### src/design/srrw_pkg.sv
// Shared types and constants of the selective-repeat receive window.
// Used by the channel interfaces, the modular unit, the slot store and the top level.
package srrw_pkg;

    localparam int WINDOW    = 12;
    localparam int SEQ_SPACE = 100;

    localparam int SEQ_W    = 7;
    localparam int HANDLE_W = 16;
    localparam int LENGTH_W = 14;
    localparam int KIND_W   = 2;

    localparam int SLOT_W = (WINDOW > 1) ? $clog2(WINDOW) : 1;
    localparam int BASE_W = (SEQ_SPACE > 1) ? $clog2(SEQ_SPACE) : 1;
    localparam int MOD_W  = $clog2(SEQ_SPACE + 1);
    localparam int UNIT_W = (MOD_W > SEQ_W) ? MOD_W : SEQ_W;

    localparam logic [KIND_W-1:0] KIND_ACK     = 2'd0;
    localparam logic [KIND_W-1:0] KIND_DELIVER = 2'd1;
    localparam logic [KIND_W-1:0] KIND_FIN     = 2'd2;

    // request to the shared modular add/subtract unit
    typedef struct packed {
        logic              sub;
        logic [UNIT_W-1:0] a;
        logic [UNIT_W-1:0] b;
        logic [UNIT_W-1:0] m;
    } t_alu_req;

    typedef struct packed {
        logic                wr_en;
        logic [SLOT_W-1:0]   wr_slot;
        logic [HANDLE_W-1:0] wr_handle;
        logic [LENGTH_W-1:0] wr_length;
        logic                clr_all;
        logic                clr_en;
        logic [SLOT_W-1:0]   clr_slot;
        logic [SLOT_W-1:0]   rd_slot;
    } t_store_cmd;

    typedef struct packed {
        logic [WINDOW-1:0]   filled;
        logic [HANDLE_W-1:0] handle;
        logic [LENGTH_W-1:0] length;
    } t_store_rsp;

endpackage

### src/design/srrw_in_if.sv
// Packet header channel of the receive window.
// Depends on srrw_pkg for field widths.
interface srrw_in_if import srrw_pkg::*; ();
    logic                valid;
    logic                ready;
    logic [SEQ_W-1:0]    pkt_seq;
    logic                checksum_ok;
    logic                end_of_file;
    logic [HANDLE_W-1:0] payload_handle;
    logic [LENGTH_W-1:0] payload_length;

    modport source (
        output valid, pkt_seq, checksum_ok, end_of_file, payload_handle, payload_length,
        input  ready
    );
    modport sink (
        input  valid, pkt_seq, checksum_ok, end_of_file, payload_handle, payload_length,
        output ready
    );
endinterface

### src/design/srrw_out_if.sv
// Result channel of the receive window: acknowledgments, deliveries, fin.
// Depends on srrw_pkg for field widths.
interface srrw_out_if import srrw_pkg::*; ();
    logic                valid;
    logic                ready;
    logic [KIND_W-1:0]   kind;
    logic [SEQ_W-1:0]    ack_seq;
    logic [HANDLE_W-1:0] out_handle;
    logic [LENGTH_W-1:0] out_length;
    logic                last;

    modport source (
        output valid, kind, ack_seq, out_handle, out_length, last,
        input  ready
    );
    modport sink (
        input  valid, kind, ack_seq, out_handle, out_length, last,
        output ready
    );
endinterface

### src/design/srrw_mod_unit.sv
// Shared modular add/subtract unit: (a + b) mod m or (a - b) mod m,
// operands below m. Depends on srrw_pkg.
module srrw_mod_unit import srrw_pkg::*; (
    input  t_alu_req          i_req,
    output logic [UNIT_W-1:0] o_res
);

    logic [UNIT_W:0] w_t;
    logic [UNIT_W:0] w_fix;
    logic            w_wrap;

    always_comb begin
        w_t    = i_req.sub ? ({1'b0, i_req.a} - {1'b0, i_req.b})
                           : ({1'b0, i_req.a} + {1'b0, i_req.b});
        // borrow on subtract, sum at or above the modulus on add
        w_wrap = i_req.sub ? w_t[UNIT_W] : (w_t >= {1'b0, i_req.m});
        w_fix  = i_req.sub ? (w_t + {1'b0, i_req.m}) : (w_t - {1'b0, i_req.m});
        o_res  = w_wrap ? w_fix[UNIT_W-1:0] : w_t[UNIT_W-1:0];
    end

endmodule

### src/design/srrw_slot_store.sv
// Window slot store: filled bits in flops, handle and length memories
// with a registered read port. Depends on srrw_pkg.
module srrw_slot_store import srrw_pkg::*; (
    input  logic       i_clk,
    input  logic       i_rst_n,
    input  t_store_cmd i_cmd,
    output t_store_rsp o_rsp
);

    logic [HANDLE_W-1:0] r_mem_handle [WINDOW];
    logic [LENGTH_W-1:0] r_mem_length [WINDOW];
    logic [WINDOW-1:0]   r_filled;
    logic [HANDLE_W-1:0] r_rd_handle;
    logic [LENGTH_W-1:0] r_rd_length;

    always_ff @(posedge i_clk) begin
        if (!i_rst_n) begin
            r_filled <= '0;
        end else if (i_cmd.clr_all) begin
            r_filled <= '0;
        end else begin
            if (i_cmd.clr_en) begin
                r_filled[i_cmd.clr_slot] <= 1'b0;
            end
            if (i_cmd.wr_en) begin
                r_filled[i_cmd.wr_slot] <= 1'b1;
            end
        end
    end

    always_ff @(posedge i_clk) begin
        if (i_cmd.wr_en) begin
            r_mem_handle[i_cmd.wr_slot] <= i_cmd.wr_handle;
            r_mem_length[i_cmd.wr_slot] <= i_cmd.wr_length;
        end
        r_rd_handle <= r_mem_handle[i_cmd.rd_slot];
        r_rd_length <= r_mem_length[i_cmd.rd_slot];
    end

    assign o_rsp.filled = r_filled;
    assign o_rsp.handle = r_rd_handle;
    assign o_rsp.length = r_rd_length;

endmodule

### src/design/selective_repeat_receive_window_top.sv
// Selective-repeat receive window, top level with the step sequencer.
// Depends on srrw_pkg, srrw_in_if, srrw_out_if, srrw_mod_unit, srrw_slot_store.
//
// Usage:
//   i_in carries one received packet header per transfer; o_out carries the
//   results it causes: an acknowledgment, then in-order deliveries, or a single
//   fin acknowledgment. last marks the final result of a header.
//   Ready on i_in is high only while the sequencer is idle; one header is
//   worked on at a time.
//   Steps: a header with a bad checksum is dropped and gives nothing. An
//   end-of-file header goes to the fin step. A data header goes through the
//   offset, slot and acknowledgment steps, then a delivery and a base update
//   per slot delivered (at most WINDOW). The single modular adder does one
//   offset, slot, head or base update per cycle while the result sink does
//   not stall, and the slot memory has a registered read.
//   Reset (synchronous, active low) empties the window and returns base and
//   head to zero; no clearing pass is needed.
//   When the result sink stalls, the held result stays in the output register
//   and the sequencer waits; no result is dropped.
module selective_repeat_receive_window_top import srrw_pkg::*; (
    input  logic i_clk,
    input  logic i_rst_n,
    srrw_in_if.sink    i_in,
    srrw_out_if.source o_out
);

    localparam logic [2:0] S_IDLE = 3'd0;
    localparam logic [2:0] S_FIN  = 3'd1;
    localparam logic [2:0] S_OFF  = 3'd2;
    localparam logic [2:0] S_SLOT = 3'd3;
    localparam logic [2:0] S_ACK  = 3'd4;
    localparam logic [2:0] S_DLV  = 3'd5;
    localparam logic [2:0] S_BASE = 3'd6;

    logic [2:0]          r_state, n_state;
    logic [SEQ_W-1:0]    r_seq;
    logic                r_eof;
    logic                r_good;
    logic [HANDLE_W-1:0] r_handle;
    logic [LENGTH_W-1:0] r_length;
    logic [BASE_W-1:0]   r_base, n_base;
    logic [SLOT_W-1:0]   r_head, n_head;
    logic [UNIT_W-1:0]   r_offset, n_offset;

    logic                r_ovalid;
    logic [KIND_W-1:0]   r_okind, n_okind;
    logic [SEQ_W-1:0]    r_oack, n_oack;
    logic [HANDLE_W-1:0] r_ohandle, n_ohandle;
    logic [LENGTH_W-1:0] r_olength, n_olength;
    logic                r_olast, n_olast;

    t_alu_req          w_req;
    logic [UNIT_W-1:0] w_res;
    t_store_cmd        w_cmd;
    t_store_rsp        w_rsp;
    logic              w_out_free;
    logic              w_load;
    logic              w_accept;
    logic              w_in_win;
    logic [SLOT_W-1:0] w_next_head;

    srrw_mod_unit u_unit (
        .i_req (w_req),
        .o_res (w_res)
    );

    srrw_slot_store u_store (
        .i_clk   (i_clk),
        .i_rst_n (i_rst_n),
        .i_cmd   (w_cmd),
        .o_rsp   (w_rsp)
    );

    assign i_in.ready  = (r_state == S_IDLE);
    assign w_accept    = i_in.valid && i_in.ready;
    assign w_out_free  = !r_ovalid || o_out.ready;
    assign w_next_head = SLOT_W'(w_res);
    assign w_in_win    = (UNIT_W'(r_seq) < UNIT_W'(SEQ_SPACE))
                         && (r_offset < UNIT_W'(WINDOW));

    always_comb begin
        n_state   = r_state;
        n_base    = r_base;
        n_head    = r_head;
        n_offset  = r_offset;
        w_load    = 1'b0;
        n_okind   = KIND_ACK;
        n_oack    = '0;
        n_ohandle = '0;
        n_olength = '0;
        n_olast   = 1'b0;

        w_req.sub = 1'b0;
        w_req.a   = UNIT_W'(r_base);
        w_req.b   = UNIT_W'(1);
        w_req.m   = UNIT_W'(SEQ_SPACE);

        w_cmd.wr_en     = 1'b0;
        w_cmd.wr_slot   = w_next_head;
        w_cmd.wr_handle = r_handle;
        w_cmd.wr_length = r_length;
        w_cmd.clr_all   = 1'b0;
        w_cmd.clr_en    = 1'b0;
        w_cmd.clr_slot  = r_head;
        w_cmd.rd_slot   = r_head;

        unique case (r_state)
            S_IDLE: begin
                n_state = S_IDLE;
            end
            S_FIN: begin
                if (w_out_free) begin
                    w_load        = 1'b1;
                    n_okind       = KIND_FIN;
                    n_olast       = 1'b1;
                    w_cmd.clr_all = 1'b1;
                    n_base        = '0;
                    n_head        = '0;
                    n_state       = S_IDLE;
                end
            end
            S_OFF: begin
                // offset of the packet ahead of the window base
                w_req.sub = 1'b1;
                w_req.a   = UNIT_W'(r_seq);
                w_req.b   = UNIT_W'(r_base);
                w_req.m   = UNIT_W'(SEQ_SPACE);
                n_offset  = w_res;
                n_state   = S_SLOT;
            end
            S_SLOT: begin
                w_req.a     = UNIT_W'(r_head);
                w_req.b     = r_offset;
                w_req.m     = UNIT_W'(WINDOW);
                w_cmd.wr_en = w_in_win;
                n_state     = S_ACK;
            end
            S_ACK: begin
                if (w_out_free) begin
                    w_load  = 1'b1;
                    n_okind = KIND_ACK;
                    n_oack  = r_seq;
                    n_olast = !w_rsp.filled[r_head];
                    n_state = w_rsp.filled[r_head] ? S_DLV : S_IDLE;
                end
            end
            S_DLV: begin
                w_req.a = UNIT_W'(r_head);
                w_req.b = UNIT_W'(1);
                w_req.m = UNIT_W'(WINDOW);
                if (w_out_free) begin
                    w_load       = 1'b1;
                    n_okind      = KIND_DELIVER;
                    n_ohandle    = w_rsp.handle;
                    n_olength    = w_rsp.length;
                    // the slot being freed does not count as the next one
                    n_olast      = !(w_rsp.filled[w_next_head] && (w_next_head != r_head));
                    w_cmd.clr_en = 1'b1;
                    n_head       = w_next_head;
                    n_state      = S_BASE;
                end
            end
            S_BASE: begin
                n_base  = BASE_W'(w_res);
                n_state = w_rsp.filled[r_head] ? S_DLV : S_IDLE;
            end
            default: begin
                n_state = S_IDLE;
            end
        endcase

        if (w_accept) begin
            if (!i_in.checksum_ok) begin
                n_state = S_IDLE;
            end else if (i_in.end_of_file) begin
                n_state = S_FIN;
            end else begin
                n_state = S_OFF;
            end
        end
    end

    always_ff @(posedge i_clk) begin
        if (!i_rst_n) begin
            r_state  <= S_IDLE;
            r_base   <= '0;
            r_head   <= '0;
            r_ovalid <= 1'b0;
        end else begin
            r_state <= n_state;
            r_base  <= n_base;
            r_head  <= n_head;
            if (w_load) begin
                r_ovalid <= 1'b1;
            end else if (o_out.ready) begin
                r_ovalid <= 1'b0;
            end
        end
    end

    always_ff @(posedge i_clk) begin
        r_offset <= n_offset;
        if (w_accept) begin
            r_seq    <= i_in.pkt_seq;
            r_good   <= i_in.checksum_ok;
            r_eof    <= i_in.end_of_file;
            r_handle <= i_in.payload_handle;
            r_length <= i_in.payload_length;
        end
        if (w_load) begin
            r_okind   <= n_okind;
            r_oack    <= n_oack;
            r_ohandle <= n_ohandle;
            r_olength <= n_olength;
            r_olast   <= n_olast;
        end
    end

    assign o_out.valid      = r_ovalid;
    assign o_out.kind       = r_okind;
    assign o_out.ack_seq    = r_oack;
    assign o_out.out_handle = r_ohandle;
    assign o_out.out_length = r_olength;
    assign o_out.last       = r_olast;

    // a delivery reads only a filled head slot
    a_dlv_filled: assert property (@(posedge i_clk) disable iff (!i_rst_n)
        (r_state == S_DLV) |-> w_rsp.filled[r_head])
        else $error("delivery from an empty slot");

    // a non-final result means the sequencer still has work for this header
    a_more_pending: assert property (@(posedge i_clk) disable iff (!i_rst_n)
        (r_ovalid && !r_olast) |-> (r_state == S_DLV || r_state == S_BASE))
        else $error("non-final result with the sequencer idle");

    // base and head stay inside their ranges
    a_ranges: assert property (@(posedge i_clk) disable iff (!i_rst_n)
        (UNIT_W'(r_base) < UNIT_W'(SEQ_SPACE)) && (UNIT_W'(r_head) < UNIT_W'(WINDOW)))
        else $error("window base or head out of range");

    // the work path only runs on a good data header
    a_good_data: assert property (@(posedge i_clk) disable iff (!i_rst_n)
        (r_state == S_OFF) |-> (r_good && !r_eof))
        else $error("offset step on a dropped or end-of-file header");

endmodule
### src/flat_wrapper.sv
// flat-port wrapper written by rule: the top's interface ports become plain ports
module selective_repeat_receive_window_top_flat import srrw_pkg::*;
  (i_clk, i_rst_n, i_in_valid, i_in_pkt_seq, i_in_checksum_ok, i_in_end_of_file, i_in_payload_handle, i_in_payload_length, i_in_ready, o_out_valid, o_out_kind, o_out_ack_seq, o_out_out_handle, o_out_out_length, o_out_last, o_out_ready);
  srrw_in_if i_in_i ();
  srrw_out_if o_out_i ();
  input  logic i_clk;
  input  logic i_rst_n;
  input wire logic [$bits(i_in_i.valid)-1:0] i_in_valid;
  input wire logic [$bits(i_in_i.pkt_seq)-1:0] i_in_pkt_seq;
  input wire logic [$bits(i_in_i.checksum_ok)-1:0] i_in_checksum_ok;
  input wire logic [$bits(i_in_i.end_of_file)-1:0] i_in_end_of_file;
  input wire logic [$bits(i_in_i.payload_handle)-1:0] i_in_payload_handle;
  input wire logic [$bits(i_in_i.payload_length)-1:0] i_in_payload_length;
  output wire logic [$bits(i_in_i.ready)-1:0] i_in_ready;
  output wire logic [$bits(o_out_i.valid)-1:0] o_out_valid;
  output wire logic [$bits(o_out_i.kind)-1:0] o_out_kind;
  output wire logic [$bits(o_out_i.ack_seq)-1:0] o_out_ack_seq;
  output wire logic [$bits(o_out_i.out_handle)-1:0] o_out_out_handle;
  output wire logic [$bits(o_out_i.out_length)-1:0] o_out_out_length;
  output wire logic [$bits(o_out_i.last)-1:0] o_out_last;
  input wire logic [$bits(o_out_i.ready)-1:0] o_out_ready;
  assign i_in_i.valid = i_in_valid;
  assign i_in_i.pkt_seq = i_in_pkt_seq;
  assign i_in_i.checksum_ok = i_in_checksum_ok;
  assign i_in_i.end_of_file = i_in_end_of_file;
  assign i_in_i.payload_handle = i_in_payload_handle;
  assign i_in_i.payload_length = i_in_payload_length;
  assign i_in_ready = i_in_i.ready;
  assign o_out_valid = o_out_i.valid;
  assign o_out_kind = o_out_i.kind;
  assign o_out_ack_seq = o_out_i.ack_seq;
  assign o_out_out_handle = o_out_i.out_handle;
  assign o_out_out_length = o_out_i.out_length;
  assign o_out_last = o_out_i.last;
  assign o_out_i.ready = o_out_ready;
  selective_repeat_receive_window_top u_core (.i_clk(i_clk), .i_rst_n(i_rst_n), .i_in(i_in_i), .o_out(o_out_i));
endmodule
### config.mk
export PLATFORM = sky130hd
export DESIGN_NAME = selective_repeat_receive_window_top_flat
export DESIGN_NICKNAME = d
export VERILOG_FILES = /design/src/design/srrw_pkg.sv /design/src/design/srrw_in_if.sv /design/src/design/srrw_out_if.sv /design/src/design/srrw_mod_unit.sv /design/src/design/srrw_slot_store.sv /design/src/design/selective_repeat_receive_window_top.sv /design/src/flat_wrapper.sv
export SDC_FILE = /design/constraint.sdc
export NUM_CORES = 1
export LEC_CHECK = 0
export BUFFER_PORTS_ARGS = -buffer_cell sky130_fd_sc_hd__buf_2
export CORE_ASPECT_RATIO = 0.5
export CORE_UTILIZATION = 43
export CTS_CLUSTER_DIAMETER = 100
export DETAILED_ROUTE_END_ITERATION = 10
export MAX_ROUTING_LAYER = met4
export PLACE_DENSITY_LB_ADDON = 0.05
export SLEW_MARGIN = 20
export SYNTH_ARGS = -nofsm -noshare
export SYNTH_HDL_FRONTEND = slang
export SYNTH_SLANG_ARGS = --single-unit
### constraint.sdc
create_clock -name i_clk -period 6.9 [get_ports i_clk]
set_input_delay 1.38 -clock i_clk [delete_from_list [all_inputs] [get_ports i_clk]]
set_output_delay 1.38 -clock i_clk [all_outputs]
set_load 0.02 [all_outputs]
==> impl_metrics.tcl <==
set metrics [dict create \
    measured_slew_at_the_worst_slew_check_pin_ns 1.04 \
    cts-hold-fix-buffers 0 \
    max-clock-path-buffers 3 \
    cts_root_buffer "sky130_fd_sc_hd__clkbuf_16" \
    synth.lib_cells_used.distinct 62 \
    cts_max_level 2 \
    core-area_mm2 0.0443 \
    utilization_pct 50.3 \
    syn-cell-area_mm2 0.0196 \
    fp.dieW_um 304 \
    worst_hold_path_type "flip-flop to flip-flop" \
    synth_seq_area_share_pct 73.7 \
    initial_cell_density_of_the_core_pct 44.3 \
    pin_count_of_the_biggest_net_entering_global_routing 65 \
    io_buffers 84 \
    rows 54 \
    finalMaxSlewViolations 0 \
    post_synth_edffs 444 \
    detail_route.iter0.violations 737 \
    setup_tns_ns 0 \
    dieArea_mm2 0.0466 \
    areaGrowthSynthToFinish_pct 13.7 \
    tritoncts.num_buffers 44 \
    yosys_most_used_dff "sky130_fd_sc_hd__edfxtp_1" \
    min_period_ns 6.51 \
    powerDensity_mw_per_mm2 276 \
    maxCapViolCount 0 \
    nNetsFinal 1251 \
    clkLatencyLatePin_ns 0.55 \
    drc 0 \
    run_status "completed" \
    leakagePower_uw 0.00750 \
    crit_fanout 30 \
    worst_slew_margin_rel_pct 31.0 \
    arrival_ns 6.70 \
    finalHoldWorstSlack_ns 0.490 \
    cts_resized 0 \
    grt.total_usage_pct 18.4 \
    drt-total-wl_mm 40.6 \
    layout_worst_path_cycle_share_pct 94.3 \
    finClkSkew_ns 0.0209 \
    grt_pass1_vias 10100 \
    final_hpwl_dp_mm 23.9 \
    critical_path.startpoint_type "flip-flop" \
    post_route_cells_drive_above_1_share_pct 24.0 \
    final-setup-viol-count 0 \
    postLayoutCellArea_mm2 0.0223 \
    viasPerCell 5.43 \
    die-height_um 153 \
    ir_drop_v 0.000203 \
    drt_pass1_iterations 5 \
    syn_avg_cell_area_um2 18.2 \
    clock_tree_from_tritoncts "done" \
    wl_per_cell_um 22.4 \
    fillers 3657 \
    ys_async_sr_fraction_pct 0 \
    drtAntennaViolNets 0 \
    post_cts_setup_repair_bufs 0 \
    postSynthRegisterBits 501 \
    p_total_uw 6160 \
    yosysWarningCount 0 \
    worst-endpoint-required_ns 7.10 \
    grt_setup_unrepaired "no" \
    numClockSinks 501 \
    num_antenna_cells 0 \
    synthCells 1081 \
    routed-via-count 9853 \
    grt_pass1_wl_mm 62.4 \
    setup.worst_path.end_class "flip-flop" \
    finalHoldViolCount 0 \
    max_clock_freq_ghz 0.154 \
    grt_overflow 0 \
    grt_antenna_before_repair 0 \
    place_congestion 0.856 \
    clkTransAtPathRegs_ns 0.07 \
    critPathKind "flip-flop to flip-flop" \
    postPlaceCellArea_mm2 0.0209 \
    design.portCount 85 \
    synthesis.nets 1142 \
]
==> layout make-up <==
class	count	area [um^2]	share of cell area [%]
clock buffers	69	1250	5.59
well taps	588	736	3.30
clock inverters	12	196	0.880
flip-flops and latches	501	14500	64.9
repair buffers	114	662	2.97
inverters	29	109	0.488
multi-input cells	500	4880	21.9
==> power breakdown <==
part | internal, uW | total, uW | leakage (uW) | switching, uW
logic | 92.5 | 257 | 0.00232 | 165
registers | 3360 | 3410 | 0.00448 | 53.0
clock network | 1440 | 2490 | 0.000698 | 1060
total | 4890 | 6160 | 0.00750 | 1280
==> flip-flops by register name, indices dropped and copies added, names as in the netlist, 7 cells and up <==
| signal | count |
|---|---|
| u_core.u_store.r_rd_handle | 16 |
| u_core.o_out.out_handle | 16 |
| u_core.u_store.r_mem_handle | 192 |
| u_core.u_store.r_filled | 12 |
| u_core.u_store.r_mem_length | 168 |
| u_core.r_seq | 7 |
| u_core.u_store.r_rd_length | 14 |
| u_core.o_out.ack_seq | 7 |
| u_core.r_base | 7 |
| u_core.o_out.out_length | 14 |
| u_core.r_handle | 16 |
| u_core.r_offset | 7 |
| u_core.r_length | 14 |
==> cell families after synthesis <==
| logic type | synth area share [%] |
|---|---|
| buffers and inverters | 1.54 |
| AOI/OAI and AO/OA | 4.19 |
| DFF | 73.7 |
| muxes | 13.4 |
| and+or+nand+nor | 5.10 |
| xor gates and xnor gates | 0.848 |
| adders and majority gates | 1.22 |
==> layout by cell type, fill, tap and decap left out, drive strengths merged, types with 3 or more instances in the layout <==
cell type / synthesis / layout
edfxtp: 444 / 444
buf: 16 / 114
mux4: 96 / 96
nand2: 70 / 70
clkbuf: 35 / 69
o21ai: 59 / 59
dfxtp: 57 / 57
and2: 43 / 43
mux2i: 38 / 38
inv: 28 / 29
nor2: 26 / 26
a21oi: 24 / 24
ha: 16 / 16
xnor2: 12 / 12
nand3: 12 / 12
nor2b: 10 / 10
nor3: 8 / 8
xor2: 7 / 7
clkinv: 1 / 7
nand2b: 6 / 6
o21a: 6 / 6
a21boi: 6 / 6
mux2: 6 / 6
a21o: 5 / 5
bufinv: 0 / 5
a22oi: 4 / 4
and3: 3 / 3
a31oi: 3 / 3
nor3b: 3 / 3
or2: 3 / 3
or3: 3 / 3
==> Yosys cell counts, drive strengths merged, types with 2 or more instances <==
cell type / number / share of area [%]
o21ai: 59 / 1.5
nor3b: 3 / 0.11
nand3: 12 / 0.31
o22ai: 2 / 0.064
or3: 3 / 0.12
xnor2: 12 / 0.54
edfxtp: 444 / 68
ha: 16 / 1.0
mux2: 6 / 0.36
a221oi: 2 / 0.12
dfxtp: 57 / 5.8
o2bb2ai: 2 / 0.089
a211o: 2 / 0.096
mux2i: 38 / 2.0
nor2b: 10 / 0.32
nand2b: 6 / 0.19
a22oi: 4 / 0.15
o21a: 6 / 0.23
xor2: 7 / 0.31
nor2: 26 / 0.58
a31oi: 3 / 0.096
nand2: 70 / 1.3
a21o: 5 / 0.19
a21boi: 6 / 0.23
a21oi: 24 / 0.67
a311oi: 2 / 0.18
a2111oi: 2 / 0.089
and3b: 2 / 0.089
fa: 2 / 0.20
and2: 43 / 1.4
a221o: 2 / 0.10
buf: 16 / 0.32
clkbuf: 35 / 0.67
or2: 3 / 0.096
and3: 3 / 0.096
mux4: 96 / 11
nor3: 8 / 0.20
inv: 28 / 0.54
==> worst max-delay path, stage by stage, from the launching register on <==
cell and delay, ns:
sky130_fd_sc_hd__dfxtp_1 0.56, sky130_fd_sc_hd__and2b_1 0.27, sky130_fd_sc_hd__o21a_1 0.32, sky130_fd_sc_hd__inv_1 0.08, sky130_fd_sc_hd__ha_1 0.22, sky130_fd_sc_hd__buf_4 0.18, sky130_fd_sc_hd__or3b_1 0.46, sky130_fd_sc_hd__nor2_1 0.29
sky130_fd_sc_hd__xnor2_1 0.13, sky130_fd_sc_hd__ha_1 0.34, sky130_fd_sc_hd__a21o_1 0.20, sky130_fd_sc_hd__a21oi_1 0.35, sky130_fd_sc_hd__nand2_1 0.11, sky130_fd_sc_hd__xor2_1 0.20, sky130_fd_sc_hd__ha_1 0.22, sky130_fd_sc_hd__a2111oi_0 0.54
sky130_fd_sc_hd__a21oi_1 0.32, sky130_fd_sc_hd__a21oi_4 0.25, sky130_fd_sc_hd__nor2_8 0.08, sky130_fd_sc_hd__mux2_4 0.38, sky130_fd_sc_hd__nand2b_1 0.17, sky130_fd_sc_hd__inv_1 0.06, sky130_fd_sc_hd__buf_4 0.40
==> routing by layer <==
layer / part of all wire, % / vias to the layer above / wire, um / track usage, %
met3: 3.7 / 49 / 1520 / 3.11
met2: 46 / 205 / 18700 / 27.9
met4: 1.6 / 0 / 651 / 4.11
met1: 48 / 5136 / 19700 / 26.1
li1: - / 4463 / - / -
met5: 0 / - / 0 / -
==> worst paths after layout <==
kind | from | end | slack [ns] | cells after the start
hold reg to reg | u_core.u_store.r_filled[4] | u_core.u_store.r_filled[4] | 0.49 | 2
hold / removal | u_core.u_store.r_filled[4] | u_core.u_store.r_filled[4] | 0.49 | 2
setup reg to reg | u_core.r_state[1] | u_core.u_store.r_mem_length[1][12] | 0.39 | 22
setup / recovery | u_core.r_state[1] | u_core.u_store.r_mem_length[1][12] | 0.39 | 22
==> through the flow <==
| step | setup WS (ns) | cells |
|---|---|---|
| final | 0.392 | 1813 |
| after global routing | 0.00689 | 1813 |
| after CTS | 0.201 | 1813 |
| after detailed placement | 0.276 | 1732 |
| after global placement | 0.527 | 1732 |
| after floorplan | 0.0222 | 1081 |
No activity file was read; power rests on OpenSTA's default activity.
